$ cat src/msv_pkg.sv
package msv_pkg;

	localparam int POS_W = 11;

	typedef logic [POS_W-1:0] pos_val_t;

	typedef struct packed {
		pos_val_t nose;
		pos_val_t main;
		pos_val_t left;
		pos_val_t right;
		pos_val_t front;
	} pos_t;

	// handshake enables of the internal stages
	typedef struct packed {
		logic load_q;
		logic load_out;
	} map_ctl_t;

	typedef enum logic [1:0] {
		CFG_CAL_MODE = 2'd0,
		CFG_CAL_BANK = 2'd1
	} cfg_idx_t;

	localparam logic signed [12:0] CAL_BANK_RST = -13'sd640;

	localparam pos_val_t GEAR_DOWN_POS = 11'd100;
	localparam pos_val_t NOSE_UP_POS   = 11'd800;
	localparam pos_val_t MAIN_UP_POS   = 11'd1300;
	localparam pos_val_t MOTION_POS_MAX = 11'd2000;

	localparam logic [2:0] GEAR_STEP   = 3'd1;
	localparam logic [2:0] MOTION_STEP = 3'd4;

	localparam logic signed [11:0] NEUTRAL  = 12'sd50;
	localparam logic signed [11:0] GOAL_MAX = 12'sd100;
	localparam logic [6:0] GOAL_MAX_U = 7'd100;
	localparam logic [6:0] ANGLE_SPAN = 7'd110;

	// reciprocals: 3277 / 2^16 ~ 1/20, 205 / 2^11 ~ 1/10, exact over the used ranges
	localparam logic [11:0] RECIP20 = 12'd3277;
	localparam logic [7:0]  RECIP10 = 8'd205;

	// trunc(v * 3 / 32) toward zero
	function automatic logic signed [9:0] scale_3_32(input logic signed [12:0] v);
		logic signed [14:0] t;
		logic signed [14:0] a;
		t = $signed({{2{v[12]}}, v}) + $signed({v[12], v, 1'b0});
		a = t[14] ? t + 15'sd31 : t;
		return 10'(a >>> 5);
	endfunction

	function automatic logic [6:0] clamp_goal(input logic signed [11:0] v);
		logic [6:0] r;
		r = v[6:0];
		if (v < 12'sd0)
			r = '0;
		else if (v > GOAL_MAX)
			r = GOAL_MAX_U;
		return r;
	endfunction

	// goal times 20
	function automatic pos_val_t goal_to_pos(input logic [6:0] g);
		pos_val_t w;
		w = {4'b0, g};
		return (w << 4) + (w << 2);
	endfunction

	function automatic pos_val_t slew_step(input pos_val_t cur, input pos_val_t tgt,
			input logic [2:0] step);
		logic [POS_W:0] c;
		logic [POS_W:0] t;
		logic [POS_W:0] s;
		pos_val_t r;
		c = {1'b0, cur};
		t = {1'b0, tgt};
		s = {{(POS_W-2){1'b0}}, step};
		r = tgt;
		if (c > t + s)
			r = cur - {{(POS_W-3){1'b0}}, step};
		else if (t > c + s)
			r = cur + {{(POS_W-3){1'b0}}, step};
		return r;
	endfunction

endpackage

$ cat src/msv_slew.sv
module msv_slew
	import msv_pkg::*;
(
	input  logic               clk,
	input  logic               arst_n,
	input  logic               adv,
	input  logic signed [12:0] pitch,
	input  logic signed [12:0] bank,
	input  logic               gear_down,
	input  logic               sim_enabled,
	input  logic               cal_mode,
	input  logic signed [12:0] cal_bank,
	output pos_t               pos
);

	pos_t pos_q;
	pos_t pos_n;
	logic gear_dn_q;
	logic [6:0] left_goal_q, right_goal_q, front_goal_q;

	logic upd;
	logic signed [12:0] p_eff, b_eff;
	logic signed [9:0] po, bo;
	logic gear_dn_n;
	logic [6:0] left_goal_n, right_goal_n, front_goal_n;
	pos_val_t nose_dest, main_dest;

	always_comb begin
		upd   = sim_enabled | cal_mode;
		p_eff = cal_mode ? 13'sd0 : pitch;
		b_eff = cal_mode ? cal_bank : bank;
		po    = scale_3_32(p_eff);
		bo    = scale_3_32(b_eff);

		gear_dn_n    = gear_dn_q;
		left_goal_n  = left_goal_q;
		right_goal_n = right_goal_q;
		front_goal_n = front_goal_q;
		if (upd) begin
			gear_dn_n    = gear_down;
			front_goal_n = clamp_goal(NEUTRAL + 12'(po));
			left_goal_n  = clamp_goal(NEUTRAL - 12'(po) + 12'(bo));
			right_goal_n = clamp_goal(NEUTRAL - 12'(po) - 12'(bo));
		end

		nose_dest = gear_dn_n ? GEAR_DOWN_POS : NOSE_UP_POS;
		main_dest = gear_dn_n ? GEAR_DOWN_POS : MAIN_UP_POS;

		pos_n.nose  = slew_step(pos_q.nose, nose_dest, GEAR_STEP);
		pos_n.main  = slew_step(pos_q.main, main_dest, GEAR_STEP);
		pos_n.left  = slew_step(pos_q.left, goal_to_pos(left_goal_n), MOTION_STEP);
		pos_n.right = slew_step(pos_q.right, goal_to_pos(right_goal_n), MOTION_STEP);
		pos_n.front = slew_step(pos_q.front, goal_to_pos(front_goal_n), MOTION_STEP);
	end

	always_ff @(posedge clk or negedge arst_n) begin
		if (!arst_n) begin
			pos_q.nose   <= GEAR_DOWN_POS;
			pos_q.main   <= GEAR_DOWN_POS;
			pos_q.left   <= '0;
			pos_q.right  <= '0;
			pos_q.front  <= '0;
			gear_dn_q    <= 1'b1;
			left_goal_q  <= '0;
			right_goal_q <= '0;
			front_goal_q <= '0;
		end else if (adv) begin
			pos_q        <= pos_n;
			gear_dn_q    <= gear_dn_n;
			left_goal_q  <= left_goal_n;
			right_goal_q <= right_goal_n;
			front_goal_q <= front_goal_n;
		end
	end

	assign pos = pos_q;

	a_goals_in_range: assert property (@(posedge clk) disable iff (!arst_n)
		left_goal_q <= GOAL_MAX_U && right_goal_q <= GOAL_MAX_U && front_goal_q <= GOAL_MAX_U)
		else $error("motion goal beyond full travel");

	a_motion_in_range: assert property (@(posedge clk) disable iff (!arst_n)
		pos_q.left <= MOTION_POS_MAX && pos_q.right <= MOTION_POS_MAX
		&& pos_q.front <= MOTION_POS_MAX)
		else $error("motion position beyond full travel");

	a_gear_in_range: assert property (@(posedge clk) disable iff (!arst_n)
		pos_q.nose >= GEAR_DOWN_POS && pos_q.nose <= NOSE_UP_POS
		&& pos_q.main >= GEAR_DOWN_POS && pos_q.main <= MAIN_UP_POS)
		else $error("gear position outside its travel");

	a_hold_when_idle: assert property (@(posedge clk) disable iff (!arst_n)
		!adv |=> $stable(pos_q))
		else $error("positions moved without a tick");

endmodule

$ cat src/msv_angle.sv
module msv_angle
	import msv_pkg::*;
(
	input  logic       clk,
	input  map_ctl_t   ctl,
	input  pos_t       pos,
	output logic [5:0] nose_angle,
	output logic [6:0] main_angle,
	output logic [6:0] left_angle,
	output logic [6:0] right_angle,
	output logic [6:0] front_angle
);

	logic [6:0] nose_s3, main_s3, left_s3, right_s3, front_s3;
	logic [5:0] nose_s4;
	logic [6:0] main_s4, left_s4, right_s4, front_s4;

	function automatic logic [6:0] div20(input pos_val_t p);
		logic [22:0] m;
		m = {12'b0, p} * {11'b0, RECIP20};
		return m[22:16];
	endfunction

	// x * 110 / 100 as x + x / 10
	function automatic logic [6:0] span_map(input logic [6:0] x);
		logic [14:0] m;
		m = {8'b0, x} * {7'b0, RECIP10};
		return x + {3'b0, m[14:11]};
	endfunction

	always_ff @(posedge clk) begin
		if (ctl.load_q) begin
			nose_s3  <= div20(pos.nose);
			main_s3  <= div20(pos.main);
			left_s3  <= div20(pos.left);
			right_s3 <= div20(pos.right);
			front_s3 <= div20(pos.front);
		end
	end

	always_ff @(posedge clk) begin
		if (ctl.load_out) begin
			nose_s4  <= nose_s3[5:0];
			main_s4  <= main_s3;
			left_s4  <= ANGLE_SPAN - span_map(left_s3);
			right_s4 <= span_map(right_s3);
			front_s4 <= span_map(front_s3);
		end
	end

	assign nose_angle  = nose_s4;
	assign main_angle  = main_s4;
	assign left_angle  = left_s4;
	assign right_angle = right_s4;
	assign front_angle = front_s4;

endmodule

$ cat src/motion_platform_servo_slew.sv
// channel   | handshake             | payload
// ----------+-----------------------+-------------------------------------------------
// tick in   | in_valid / in_stall   | pitch, bank, gear_down, sim_enabled
// angles out| out_valid / out_stall | nose_angle, main_angle, left/right/front_angle
// config    | cfg_valid / cfg_ready | cfg_index, cfg_data
//
// one tick per cycle sustained while out_stall is low; after the input transfer a tick passes
// the input register, position update, divide by 20 and angle mapping, then out_valid rises
// arst_n clears valid bits, calibration registers, positions and goals to their rest values
// a stage holds under out_stall once the stages after it are full; in_stall rises only once the input register is full
// cfg_ready is always high, indexes other than cal_mode and cal_bank are dropped
module motion_platform_servo_slew
	import msv_pkg::*;
(
	input  logic               clk,
	input  logic               arst_n,
	input  logic               in_valid,
	output logic               in_stall,
	input  logic signed [12:0] pitch,
	input  logic signed [12:0] bank,
	input  logic               gear_down,
	input  logic               sim_enabled,
	output logic               out_valid,
	input  logic               out_stall,
	output logic [5:0]         nose_angle,
	output logic [6:0]         main_angle,
	output logic [6:0]         left_angle,
	output logic [6:0]         right_angle,
	output logic [6:0]         front_angle,
	input  logic               cfg_valid,
	output logic               cfg_ready,
	input  logic [1:0]         cfg_index,
	input  logic [12:0]        cfg_data
);

	logic               cal_mode_q;
	logic signed [12:0] cal_bank_q;

	logic               v_s1, v_s2, v_s3, v_out_q;
	logic signed [12:0] pitch_s1, bank_s1;
	logic               gear_down_s1, sim_enabled_s1;

	logic     ld_1, ld_2, ld_3, ld_o;
	pos_t     pos;
	map_ctl_t map_ctl;

	assign cfg_ready = 1'b1;

	always_ff @(posedge clk or negedge arst_n) begin
		if (!arst_n) begin
			cal_mode_q <= 1'b0;
			cal_bank_q <= CAL_BANK_RST;
		end else if (cfg_valid && cfg_ready) begin
			unique case (cfg_index)
				CFG_CAL_MODE: cal_mode_q <= cfg_data[0];
				CFG_CAL_BANK: cal_bank_q <= $signed(cfg_data);
				default: ;
			endcase
		end
	end

	// stage enables, back to front
	always_comb begin
		ld_o     = v_s3 & (~v_out_q | ~out_stall);
		ld_3     = v_s2 & (~v_s3 | ld_o);
		ld_2     = v_s1 & (~v_s2 | ld_3);
		in_stall = v_s1 & ~ld_2;
		ld_1     = in_valid & ~in_stall;
	end

	always_ff @(posedge clk or negedge arst_n) begin
		if (!arst_n) begin
			v_s1    <= 1'b0;
			v_s2    <= 1'b0;
			v_s3    <= 1'b0;
			v_out_q <= 1'b0;
		end else begin
			v_s1    <= ld_1 | (v_s1 & ~ld_2);
			v_s2    <= ld_2 | (v_s2 & ~ld_3);
			v_s3    <= ld_3 | (v_s3 & ~ld_o);
			v_out_q <= ld_o | (v_out_q & out_stall);
		end
	end

	always_ff @(posedge clk) begin
		if (ld_1) begin
			pitch_s1       <= pitch;
			bank_s1        <= bank;
			gear_down_s1   <= gear_down;
			sim_enabled_s1 <= sim_enabled;
		end
	end

	msv_slew u_slew (
		.clk         (clk),
		.arst_n      (arst_n),
		.adv         (ld_2),
		.pitch       (pitch_s1),
		.bank        (bank_s1),
		.gear_down   (gear_down_s1),
		.sim_enabled (sim_enabled_s1),
		.cal_mode    (cal_mode_q),
		.cal_bank    (cal_bank_q),
		.pos         (pos)
	);

	assign map_ctl.load_q   = ld_3;
	assign map_ctl.load_out = ld_o;

	msv_angle u_angle (
		.clk         (clk),
		.ctl         (map_ctl),
		.pos         (pos),
		.nose_angle  (nose_angle),
		.main_angle  (main_angle),
		.left_angle  (left_angle),
		.right_angle (right_angle),
		.front_angle (front_angle)
	);

	assign out_valid = v_out_q;

	a_ready_when_empty: assert property (@(posedge clk) disable iff (!arst_n)
		!v_s1 |-> !in_stall)
		else $error("input stalled with an empty input register");

	a_update_lands: assert property (@(posedge clk) disable iff (!arst_n)
		ld_2 |=> v_s2)
		else $error("position update lost its stage valid");

	a_stall_blocks_output: assert property (@(posedge clk) disable iff (!arst_n)
		v_out_q && out_stall |-> !ld_o)
		else $error("output register overwritten while stalled");

endmodule
$ cat config.mk
export PLATFORM = sky130hd
export DESIGN_NAME = motion_platform_servo_slew
export DESIGN_NICKNAME = d
export VERILOG_FILES = /design/src/msv_pkg.sv /design/src/msv_slew.sv /design/src/msv_angle.sv /design/src/motion_platform_servo_slew.sv
export SDC_FILE = /design/constraint.sdc
export NUM_CORES = 1
export LEC_CHECK = 0
export BUFFER_PORTS_ARGS = -buffer_cell sky130_fd_sc_hd__buf_2
export CELL_PAD_IN_SITES_DETAIL_PLACEMENT = 0
export CELL_PAD_IN_SITES_GLOBAL_PLACEMENT = 1
export CORE_MARGIN = 1.5
export CORE_UTILIZATION = 30
export DETAILED_ROUTE_END_ITERATION = 10
export PLACE_DENSITY = 0.6
export RECOVER_POWER = 100
export SETUP_SLACK_MARGIN = 0.15
export SYNTH_ARGS = -nofsm -noshare
export SYNTH_HDL_FRONTEND = slang
export SYNTH_SLANG_ARGS = --single-unit
export TNS_END_PERCENT = 5
$ cat constraint.sdc
create_clock -name clk -period 13 [get_ports clk]
set_input_delay 2.6 -clock clk [delete_from_list [all_inputs] [get_ports clk]]
set_output_delay 2.6 -clock clk [all_outputs]
set_load 0.01 [all_outputs]
# After elaboration in Yosys (flattened, before gate mapping)
# Cells that the tools add are included.
# word_totals
out_inout_bits	37
in_bits	48
wordCells	142
ff_bits	191
# classes
order_cmp	16
n_bitwise	24
multipliers	8
n_eq_ne	1
reduce_logical	3
add_sub_neg	35
muxes	26
# ops
cell	count
2-to-1 mux 11 bit	11
greater-than comparator 11 x 12 -> 1 bit	10
multiplier 11 x 12 -> 23 bit, second input constant	4
adder 11 x 3 -> 12 bit, second input constant	6
2-to-1 mux 7 bit	9
adder 11 x 1 -> 12 bit, second input constant	4
multiplier 7 x 8 -> 15 bit, second input constant	3
greater-than comparator 12 x 8 -> 1 bit, second input constant	3
less-than comparator 12 x 1 -> 1 bit, second input constant	3
adder 11 x 3 -> 11 bit, second input constant	3
adder 11 x 9 -> 11 bit	3
subtractor 11 x 3 -> 11 bit, second input constant	3
adder 13 x 14 -> 15 bit	2
adder 15 x 6 -> 15 bit, second input constant	2
2-to-1 mux 15 bit	2
2-to-1 mux 13 bit	2
adder 11 x 1 -> 11 bit, second input constant	2
multiplier 11 x 12 -> 22 bit, second input constant	1
subtractor 11 x 1 -> 11 bit, second input constant	2
adder 7 x 4 -> 7 bit	3
adder 11 x 10 -> 12 bit	1
subtractor 11 x 10 -> 12 bit	1
adder 7 x 10 -> 11 bit, first input constant	1
subtractor 7 x 10 -> 11 bit, first input constant	1
other kinds (9)	31

# Longest topological paths before layout
# Gate-level depths: netlist of the first run.
# depth
ltp_word	14
ltp_mapped	53
mapped_depth_nobuf	48

# Modules after synthesis
# From an unflattened synthesis of the first run, not the netlist that was laid out.
# unflattened
hier_cells	3024
area_unflattened_um2	28297.1
# modules_own_cells
module	instances	seq_area_each_um2	area_each_um2	cells_each
msv_angle	1	2042.0	14928.1	1425
msv_slew	1	1785.5	11748.8	1521
motion_platform_servo_slew	1	1297.5	1620.3	78

# Least setup slack after synthesis of the first run
# No wires, ideal clock.
# synth_path
kind	register to register
start	register cal_mode_q
end	register u_slew.pos_q (netlist bit u_slew.pos[29])
path_buffers	4
setup_slack_ns	3.260
synth_period_minus_slack_ns	9.740
t_required_ns	12.874
arrival_ns	9.614
path_stages_with_launch	45
setup_ns	0.126
cell_sequence	dfrtp_1 > buf_2 > buf_1 > clkbuf_1 > mux2i_1 > inv_1 > ha_1 > fa_1 > a21oi_1 > nor2_1 > nor2_1 > o21bai_1 > a21oi_1 > o21bai_1 > a21oi_1 > o21bai_1 > a21oi_1 > xnor2_1 > (+9 left out) > nor3_1 > nand3_1 > o21bai_2 > inv_1 > or2_2 > fa_1 > maj3_1 > nor2_1 > o21ai_0 > xnor2_1 > inv_1 > ha_1 > nand3_1 > or3_1 > o211ai_1 > nand2_4 > mux2i_1 > a221o_1
# synth_between
elab_chain_cells	14
elab_cells_between_ends	22
cone_classes	add/sub: 8; order compare: 4; mux: 9; bitwise: 1
# synth_lines
element	line_no	source
start, declared	motion_platform_servo_slew.sv:36	logic cal_mode_q;
start signal, assigned	motion_platform_servo_slew.sv:55	CFG_CAL_MODE: cal_mode_q <= cfg_data[0];
2-to-1 mux 13 bit	msv_slew.sv:30	p_eff = cal_mode ? 13'sd0 : pitch;
adder 13 x 14 -> 15 bit	msv_pkg.sv:49	t = $signed({{2{v[12]}}, v}) + $signed({v[12], v, 1'b0});
adder 15 x 6 -> 15 bit	msv_pkg.sv:50	a = t[14] ? t + 15'sd31 : t;
2-to-1 mux 15 bit	msv_pkg.sv:50	
subtractor 7 x 10 -> 11 bit	msv_slew.sv:42	left_goal_n = clamp_goal(NEUTRAL - 12'(po) + 12'(bo));
adder 11 x 10 -> 12 bit	msv_slew.sv:42	
greater-than comparator 12 x 8 -> 1 bit	msv_pkg.sv:59	else if (v > GOAL_MAX)
2-to-1 mux 7 bit	msv_pkg.sv:59	
2-to-1 mux 7 bit	msv_pkg.sv:57	if (v < 12'sd0)
2-to-1 mux 7 bit *	msv_slew.sv:39	if (upd) begin
net u_slew.left_goal_n[0]	msv_slew.sv:25	logic [6:0] left_goal_n, right_goal_n, front_goal_n;
adder 11 x 9 -> 11 bit *	msv_pkg.sv:68	return (w << 4) + (w << 2);
adder 11 x 3 -> 12 bit / greater-than comparator 11 x 12 -> 1 bit (equally long branches)	msv_pkg.sv:81, msv_pkg.sv:83	
greater-than comparator 11 x 12 -> 1 bit / 2-to-1 mux 11 bit (equally long branches)	msv_pkg.sv:81, msv_pkg.sv:83	
2-to-1 mux 11 bit *	msv_pkg.sv:81	if (c > t + s)
end signal, assigned	msv_slew.sv:68	pos_q <= pos_n;
end, declared	msv_slew.sv:16	pos_t pos_q;
# Mark *: on every way through the listed nets, which the timed path passes. The rest lies on a longest branch.
# A chain may end at the register's enable or synchronous reset.

# Final worst setup path of the first run
# layout_path
start	register cal_mode_q
end	register u_slew.pos_q (netlist bit u_slew.pos[19])
# layout_between
elab_chain_cells	14
elab_cells_between_ends	22
cone_classes	add/sub: 8; order compare: 4; mux: 9; bitwise: 1
# layout_lines
element	line_no	source
2-to-1 mux 13 bit	msv_slew.sv:30	
adder 13 x 14 -> 15 bit	msv_pkg.sv:49	
adder 15 x 6 -> 15 bit	msv_pkg.sv:50	
2-to-1 mux 15 bit	msv_pkg.sv:50	
subtractor 7 x 10 -> 11 bit	msv_slew.sv:43	right_goal_n = clamp_goal(NEUTRAL - 12'(po) - 12'(bo));
subtractor 11 x 10 -> 12 bit	msv_slew.sv:43	
greater-than comparator 12 x 8 -> 1 bit	msv_pkg.sv:59	
2-to-1 mux 7 bit	msv_pkg.sv:59	
2-to-1 mux 7 bit	msv_pkg.sv:57	
2-to-1 mux 7 bit *	msv_slew.sv:39	
net u_slew.right_goal_n[0]	msv_slew.sv:25	
adder 11 x 9 -> 11 bit *	msv_pkg.sv:68	
adder 11 x 3 -> 12 bit / greater-than comparator 11 x 12 -> 1 bit (equally long branches)	msv_pkg.sv:81, msv_pkg.sv:83	
greater-than comparator 11 x 12 -> 1 bit / 2-to-1 mux 11 bit (equally long branches)	msv_pkg.sv:81, msv_pkg.sv:83	
2-to-1 mux 11 bit *	msv_pkg.sv:81	
# Marked as above.

==> flow_summary.toml, run 1 <==
[run_status]
status = "finished, violations left"
violations = "capacitance limit, slew limit"

[synthesis]
netlist_top_cells_area = "ha_1 (28%), fa_1 (13%), edfxtp_1 (10%), dfrtp_1 (7.0%), inv_1 (6.1%)"
yosysSeqAreaShare_pct = 18.62
yosys.area_share.simple_pct = 10.07
synth_area_leader_cell = "ha_1"
synth_area_per_cell_sq_um = 9.604
synth-edff-count = 96
synthAdderAreaFrac_pct = 40.69
synth_cell_types = 108
synth_xor_area_share_pct = 6.214
syn_inst = 2866
ys_warn_count = 0
synthMuxAreaShare_pct = 2.786
syn_area_sq_um = 27530
async_reset_ff_share_pct = 48.11
synth_seq_cells = 185
synth_compound_area_share_pct = 14.57
synth_top_family_by_area = "adder cells"
synth.top_cell.area_share_pct = 27.64
synth_ff_type = "edfxtp_1"

[global_route]
track_usage_pct = 13.53
met3_usage_pct = 1.970
grt.busiest_layer = "met2"
grt_max_degree = 54
antenna_found_initial = 0
grt_util_met1_pct = 19.15
grt_pass1_vias = 19771
use_met2_pct = 21.65
grt_overflow = 0
grt_first_pass_wirelength_um = 103100

[critical_path]
cp-start-kind = "flip-flop"
crit_arrival_ns = 11.43
worstSetupEndpointType = "flip-flop"
slowest_delay_ns = 0.61
cp_max_fo = 31
cpLargestDelayFamily = "compound AO/OA/AOI/OAI gates"
cp_num_buf_inv = 6
r2r_slack_ns = 1.97
cp.required_ns = 13.40
crit_type = "flip-flop to flip-flop"
slowest_stage = "nor3_1"

[clock_network]
cts_tree = "done"
cts_root_buf = "clkbuf_16"
clkSlewWorstSetupHoldPaths_ns = 0.08
cts_made_buffers = 17
clock_path_buffers = 2
htree_num_levels = 4
cts_sinks = 185
cts_resized = 0
clkLatencyLatePin_ns = 0.53
cts_hold_buf = 0
post_cts_buffers = 0

[die]
core_area_sq_um = 90420
die_w_um = 305.9
dieArea_sq_um = 93580
initial_core_util_pct = 30.44
dieHeight_um = 305.9
ioPinCount = 85
row_count = 110

[final_layout]
drive_gt1_share_pct = 6.550
fin_nets = 3784
num-fill-cells = 9332
layout_common_cells = "ha_1 (608), inv_1 (448), fa_1 (179), nand2_1 (149), xnor2_1 (145)"
area_delta_synth_final_pct = 8.401
final_common_cell = "ha_1"
diodes = 0

[place]
portBuffers = 83
hpwl_um = 49720
globalplace.congestion = 0.8026

[sta]
worst-slew-pin-transition_ns = 3.090
hold_violations = 0
setup-tns-final_ns = 0
slew_headroom_pct = -106.0
slew_viol_final = 290
clock-skew-final_ns = 0.02199
fmax_mhz = 90.66
fin_crit_sh_pct = 84.84
setup_viol = 0
period_needed_ns = 11.03
rsz0062_at_grt = "no"

[detailed_routing]
drt_iter0_drc = 699
routedWlPerCell_um = 14.76
drt_pass1_iterations = 5
avgViaCountPerCell = 4.695
ant_nets = 0
remaining_drc_errors = 0
dr_total_vias = 19428
drt-total-wl_um = 61060

[flow_run]
max_cap_violations = 8

[hold_path]
hold_path.class = "flip-flop to flip-flop"
-- routing by layer --
layer  vias to the layer above  wire length, um
met5                         -                0
met4                         0              701
met3                        34             1486
met2                       203            27240
met1                      9071            31640
li1                      10120                -
-- final timing paths --
kind	cells past startpoint	endpoint	start
min reg2reg	0	u_angle.main_angle[6]	u_angle.main_s3[6]
min in group asynchronous	1	u_slew.front_goal_q[1]	arst_n
max	43	u_slew.pos[19]	cal_mode_q
min	0	u_angle.main_angle[6]	u_angle.main_s3[6]
max reg2reg	43	u_slew.pos[19]	cal_mode_q
max in group asynchronous	2	u_slew.pos[51]	arst_n
-- metrics by stage --
step | cell area, sq um | utilization, % | hold slack, ns | instances | setup WS (ns)
floorplan | 27600 | - | 0.4003 | 2886 | 3.260
global placement | 29370 | 32.48 | 0.4015 | 4106 | 2.298
detailed placement | 29370 | 32.48 | 0.4045 | 4106 | 2.128
CTS | 29970 | 33.14 | 0.4227 | 4138 | 2.107
global route | 29840 | 33.00 | 0.4272 | 4138 | 0.9072
finish | 29840 | 33.00 | 0.4205 | 4138 | 1.970
-- cell type report --
| type | instances | area, sq um | area share (%) |
|---|---|---|---|
| multi-input combinational | 2200 | 20530 | 68.81 |
| sequential | 185 | 5125 | 17.18 |
| inverter | 448 | 1682 | 5.636 |
| tap | 1176 | 1471 | 4.931 |
| timing repair buffer | 97 | 434.2 | 1.455 |
| clock buffer | 17 | 425.4 | 1.426 |
| clock inverter | 15 | 170.2 | 0.5703 |
-- worst reg2reg max path: cells and delay by family, from the launching register on --
family	cells	cell delay, ns
muxes	1	0.41
AOI/OAI and AO/OA	18	4.35
and+or+nand+nor	8	2.07
adders and majority gates	6	1.71
xor gates and xnor gates	4	1.14
buffers and inverters	6	0.94
DFF	1	0.32
-- flip-flops by register name, summed over array words and instances, names as in the netlist, 13 cells and up --
register,count
bank_s1,13
cal_bank_q,13
pitch_s1,13
u_slew.pos,49
-- cell families (layout without fill, tap and decap cells) --
family                   after synthesis  after routing
other                                  2             22
buffers and inverters                501            577
multiplexers                          72             72
XOR/XNOR                             192            192
flip-flops                           185            185
AO/OA/AOI/OAI                        578            578
AND/OR/NAND/NOR                      548            548
adder cells (fa/ha/maj)              788            788
-- synthesized netlist by cell type (27+ instances only) --
| library cell | n |
|---|---|
| and3_1 | 27 |
| o21ai_0 | 95 |
| o21a_1 | 28 |
| clkbuf_1 | 35 |
| edfxtp_1 | 96 |
| nand3_1 | 49 |
| inv_1 | 448 |
| nor2b_1 | 29 |
| dfrtp_1 | 77 |
| fa_1 | 179 |
| xor2_1 | 44 |
| mux2_2 | 30 |
| xnor2_1 | 145 |
| nor3_1 | 43 |
| nand2_1 | 149 |
| nor2_1 | 110 |
| a21oi_1 | 143 |
| mux2i_1 | 40 |
| a21o_1 | 72 |
| ha_1 | 608 |
Power of run 1 is not shown: default switching activity piles up to over one toggle a cycle in this logic, so the estimate is an artifact.
==> run 2: changes to the inputs <==
Clock period 13 ns to 11.1 ns, I/O delays scaled along.
==> run 2 against run 1 <==
- the run still ends with capacitance limit, slew limit left
- register-to-register slack lost 1.1 ns
- non-clock buffer count grew 1
- sequential share of layout area shrank 0.065 points
- die area is the same
- via count grew 0.33%
- final cell count is essentially flat
==> flow_summary.toml, run 2 (synthesis gave the netlist of run 1 again) <==
[clock_network]
clkLatencyLatePin_ns = 0.53
cts_sinks = 185
cts_made_buffers = 17
htree_num_levels = 4
post_cts_buffers = 0
clkSlewWorstSetupHoldPaths_ns = 0.08
cts_hold_buf = 0
cts_tree = "done"
clock_path_buffers = 2
cts_resized = 0
cts_root_buf = "clkbuf_16"

[hold_path]
min_path_cells = 0
hold_path.class = "flip-flop to flip-flop"

[detailed_routing]
ant_nets = 0
drt_iter0_drc = 792
drt_pass1_iterations = 5
remaining_drc_errors = 0
dr_total_vias = 19493
avgViaCountPerCell = 4.710
routedWlPerCell_um = 14.89
drt-total-wl_um = 61620

[critical_path]
slowest_stage = "dfrtp_2"
cp.required_ns = 11.49
cp-start-kind = "flip-flop"
ff2ff_path_depth = 45
crit_type = "flip-flop to flip-flop"
cp_common_cell = "inv_1"
worstSetupEndpointType = "flip-flop"
crit_arrival_ns = 10.63
cp_max_fo = 18
slowest_delay_ns = 0.51

[sta]
whs_ns = 0.4252
setup_viol = 0
clock-skew-final_ns = 0.02214
fmax_mhz = 97.71
worst-slew-pin-transition_ns = 3.684
slew_headroom_pct = -145.6
fin_crit_sh_pct = 92.20
hold_violations = 0
period_needed_ns = 10.23
rsz0062_at_grt = "yes"
slew_viol_final = 271
setup-tns-final_ns = 0

[die]
dieHeight_um = 305.9
row_count = 110
dieArea_sq_um = 93580
core_area_sq_um = 90420
ioPinCount = 85
die_w_um = 305.9
initial_core_util_pct = 30.44

[final_layout]
diodes = 0
drive_gt1_share_pct = 7.087
fin_nets = 3785
area_delta_synth_final_pct = 8.837
final_common_cell = "ha_1"
layout_common_cells = "ha_1 (605), inv_1 (448), fa_1 (179), nand2_1 (148), xnor2_1 (144)"
largest_register_ffs = 49

[place]
portBuffers = 83
hpwl_um = 49620
globalplace.congestion = 0.7962

[global_route]
grt_first_pass_wirelength_um = 104100
grt_pass1_vias = 19859
grt_overflow = 0
antenna_found_initial = 0
grt_max_degree = 61
track_usage_pct = 13.68

[flow_run]
max_cap_violations = 7

[run_status]
status = "finished, violations left"
violations = "capacitance limit, slew limit"
-- run 2: cell count changes in the layout (fill, tap and decap cells not counted), sizes merged --
cell and delta:
clkinv +1, buf +7, inv -2, clkbuf -6, bufinv +1
-- run 2: worst max-delay path, delay by kind of cell (launching register included) --
kind / cells / cell delay, ns
AND/OR/NAND/NOR: 10 / 1.57
XOR/XNOR: 5 / 1.04
buffers and inverters: 5 / 0.57
multiplexers: 1 / 0.34
adder cells (fa/ha/maj): 6 / 1.70
flip-flops: 1 / 0.51
AO/OA/AOI/OAI: 18 / 4.37
-- run 2: routing by layer --
layer / vias to the layer above / track usage [%] / part of all wire [%]
li1: 10113 / - / -
met1: 9163 / 19.49 / 52
met2: 183 / 21.71 / 44
met3: 34 / 2.011 / 2.2
met4: 0 / 3.112 / 1.3
met5: - / 0 / 0
-- run 2: path summary, 6_finish.rpt --
check	slack (ns)	end	from
max	0.87	u_slew.pos[19]	cal_mode_q
min reg2reg	0.43	u_angle.nose_angle[2]	u_angle.nose_s3[2]
max reg2reg	0.87	u_slew.pos[19]	cal_mode_q
min	0.43	u_angle.nose_angle[2]	u_angle.nose_s3[2]
min in group asynchronous	2.28	cal_bank_q[0]	arst_n
max in group asynchronous	4.46	u_slew.pos[54]	arst_n
-- run 2: metrics by stage --
stage               utilization [%]  worst slack (ns)  cell area [sq um]  std cells
CTS                           33.18            0.6374              30000       4139
floorplan                         -             1.360              27600       2886
detailed placement            32.49            0.6515              29380       4107
global placement              32.49            0.8375              29380       4107
finish                        33.13            0.8653              29960       4139
global route                  33.13           0.06668              29960       4139
-- run 2: area by class of cell --
class | instances | area [sq um]
fillers | 9331 | 60470
well taps | 1176 | 1471
inverters | 448 | 1682
clock inverters | 15 | 200.2
repair buffers | 98 | 456.7
flip-flops and latches | 185 | 5126
clock buffers | 17 | 425.4
multi-input cells | 2200 | 20600
Power of run 2 is left out for the same reason.
==> run 3: changes to the inputs <==
Settings changed: SYNTH_HIERARCHICAL set to 1.
==> run 3 against run 2 <==
- the run still ends with capacitance limit, slew limit left
- clock skew increased by 0.00051 ns
- clock-buffer cell count increased by 2
- sequential share of layout area is 0.38 points lower
- synthesized cell count is 5.5% higher
==> flow_summary.toml, run 3 <==
[clock_network]
clkLatencyLatePin_ns = 0.51
htree_num_levels = 4
clock_path_buffers = 2
cts_made_buffers = 17
cts_root_buf = "clkbuf_16"
clkSlewWorstSetupHoldPaths_ns = 0.07
cts_hold_buf = 0
cts_sinks = 185
cts_tree = "done"

[synthesis]
synth-edff-count = 96
synth.top_cell.area_share_pct = 26.22
syn_inst = 3024
ys_warn_count = 6
synthTopCellsByCount = "ha_1 (593), inv_1 (503), fa_1 (188), a21oi_1 (145), nand2_1 (141)"
synth_ff_type = "edfxtp_1"
yosysSeqAreaShare_pct = 18.11
synth_seq_cells = 185
synth_area_per_cell_sq_um = 9.358
netlist_top_cells_area = "ha_1 (26%), fa_1 (13%), edfxtp_1 (10%), dfrtp_1 (6.8%), inv_1 (6.7%)"
async_reset_ff_share_pct = 48.11
syn_area_sq_um = 28300
yosysMostFrequentCell = "ha_1"
synth_area_leader_cell = "ha_1"
synth_cell_types = 108

[critical_path]
cp_num_buf_inv = 6
r2r_start = "cal_mode_q"
cpLargestDelayFamily = "compound AO/OA/AOI/OAI gates"
r2r_slack_ns = 0.97
endpoint = "u_slew/pos[24]"
crit_arrival_ns = 10.52
ff2ff_path_depth = 46
worstSetupEndpointType = "flip-flop"
reg2reg_to = "u_slew/pos[24]"
cp-start-kind = "flip-flop"
cp.required_ns = 11.49
crit_type = "flip-flop to flip-flop"
path_depth = 46
slowest_delay_ns = 0.42
slowest_stage = "a221oi_1"
critPathLaunch = "cal_mode_q"
cp_max_fo = 22

[detailed_routing]
drt_iter0_drc = 702
remaining_drc_errors = 0
avgViaCountPerCell = 4.738
dr_total_vias = 20591
drt-total-wl_um = 64110
drt_pass1_iterations = 5
routedWlPerCell_um = 14.75
ant_nets = 0

[flow_run]
max_cap_violations = 7

[sta]
setup_viol = 0
hold_violations = 0
slew_headroom_pct = -171.3
fin_crit_sh_pct = 91.30
fmax_mhz = 98.67
worst-slew-pin-transition_ns = 4.033
clock-skew-final_ns = 0.02266
period_needed_ns = 10.13
setup-tns-final_ns = 0
rsz0062_at_grt = "yes"
slew_viol_final = 209

[place]
globalplace.congestion = 0.7999
portBuffers = 83
hpwl_um = 51780

[die]
die_w_um = 310.1
row_count = 112
ioPinCount = 85
dieHeight_um = 310.1
initial_core_util_pct = 30.32
dieArea_sq_um = 96170
core_area_sq_um = 93330

[global_route]
grt_pass1_vias = 21380
grt_overflow = 0
grt_first_pass_wirelength_um = 108700
antenna_found_initial = 0
track_usage_pct = 13.95
grt_max_degree = 58

[final_layout]
num-fill-cells = 9905
layout_common_cells = "ha_1 (592), inv_1 (502), fa_1 (188), a21oi_1 (144), nand2_1 (141)"
drive_gt1_share_pct = 6.404
fin_nets = 3908
area_delta_synth_final_pct = 8.216
diodes = 0
final_common_cell = "ha_1"
largest_register_ffs = 49

[run_status]
status = "finished, violations left"
violations = "capacitance limit, slew limit"

[hold_path]
hold_path.class = "flip-flop to flip-flop"
-- run 3: worst reg2reg max path: cells and delay by family, from the launching register on --
kind,cells,cell delay (ns)
AO/OA/AOI/OAI,19,3.65
AND/OR/NAND/NOR,10,2.41
adder cells (fa/ha/maj),6,1.75
buffers and inverters,6,0.79
XOR/XNOR,4,0.79
flip-flops,1,0.39
multiplexers,1,0.27
-- run 3: per-stage QoR --
step | area, sq um | cells | setup slack (ns) | utilization, % | hold slack [ns]
floorplan | 28320 | 3029 | 1.178 | - | 0.4003
global placement | 30130 | 4309 | 0.6405 | 32.28 | 0.4048
detailed placement | 30130 | 4309 | 0.3951 | 32.28 | 0.4062
CTS | 30700 | 4341 | 0.3114 | 32.89 | 0.4134
global route | 30620 | 4346 | 0.05251 | 32.81 | 0.4161
finish | 30620 | 4346 | 0.9656 | 32.81 | 0.4213
-- run 3: final cells by class --
cell class | count | area, sq um | area share, %
clock buffer | 19 | 442.9 | 1.446
clock inverter | 13 | 131.4 | 0.4290
inverter | 503 | 1888 | 6.166
multi-input combinational | 2263 | 20930 | 68.35
sequential | 185 | 5125 | 16.74
tap | 1254 | 1569 | 5.124
timing repair buffer | 109 | 534.3 | 1.745
-- run 3: routing by layer --
layer | part of all wire [%] | track usage, % | routed length (um) | up-vias
li1 | - | - | - | 10593
met1 | 50 | 18.87 | 32080 | 9757
met2 | 47 | 23.70 | 29890 | 208
met3 | 2.2 | 1.730 | 1396 | 33
met4 | 1.2 | 3.018 | 745 | 0
met5 | 0 | 0 | 0 | -
-- run 3: what timing repair did --
item                                    in CTS  in global routing
endpoints found under the setup margin       0                 12
resized for setup                            0                 15
setup buffers                                0                  5
-- run 3: worst min path at each step --
stage	startpoint	endpoint	cells after the start
after floorplan	u_angle/main_s3[0]	u_angle/main_angle[0]	0
after global placement	u_angle/main_s3[2]	u_angle/main_angle[2]	0
after detailed placement	u_angle/main_s3[1]	u_angle/main_angle[1]	0
after CTS	u_angle/nose_s3[5]	u_angle/nose_angle[5]	0
after global routing	u_angle/nose_s3[5]	u_angle/nose_angle[5]	0
final	u_angle/main_s3[4]	u_angle/main_angle[4]	0
-- run 3: logic make-up after synthesis --
logic type               count (synthesis)  share of synthesized area [%]
adder cells (fa/ha/maj)                783                          39.59
other                                    2                        0.02654
multiplexers                            62                          2.467
AND/OR/NAND/NOR                        618                          11.18
buffers and inverters                  581                          7.972
AO/OA/AOI/OAI                          596                          14.42
XOR/XNOR                               197                          6.230
flip-flops                             185                          18.11
Power of run 3 is left out for the same reason.
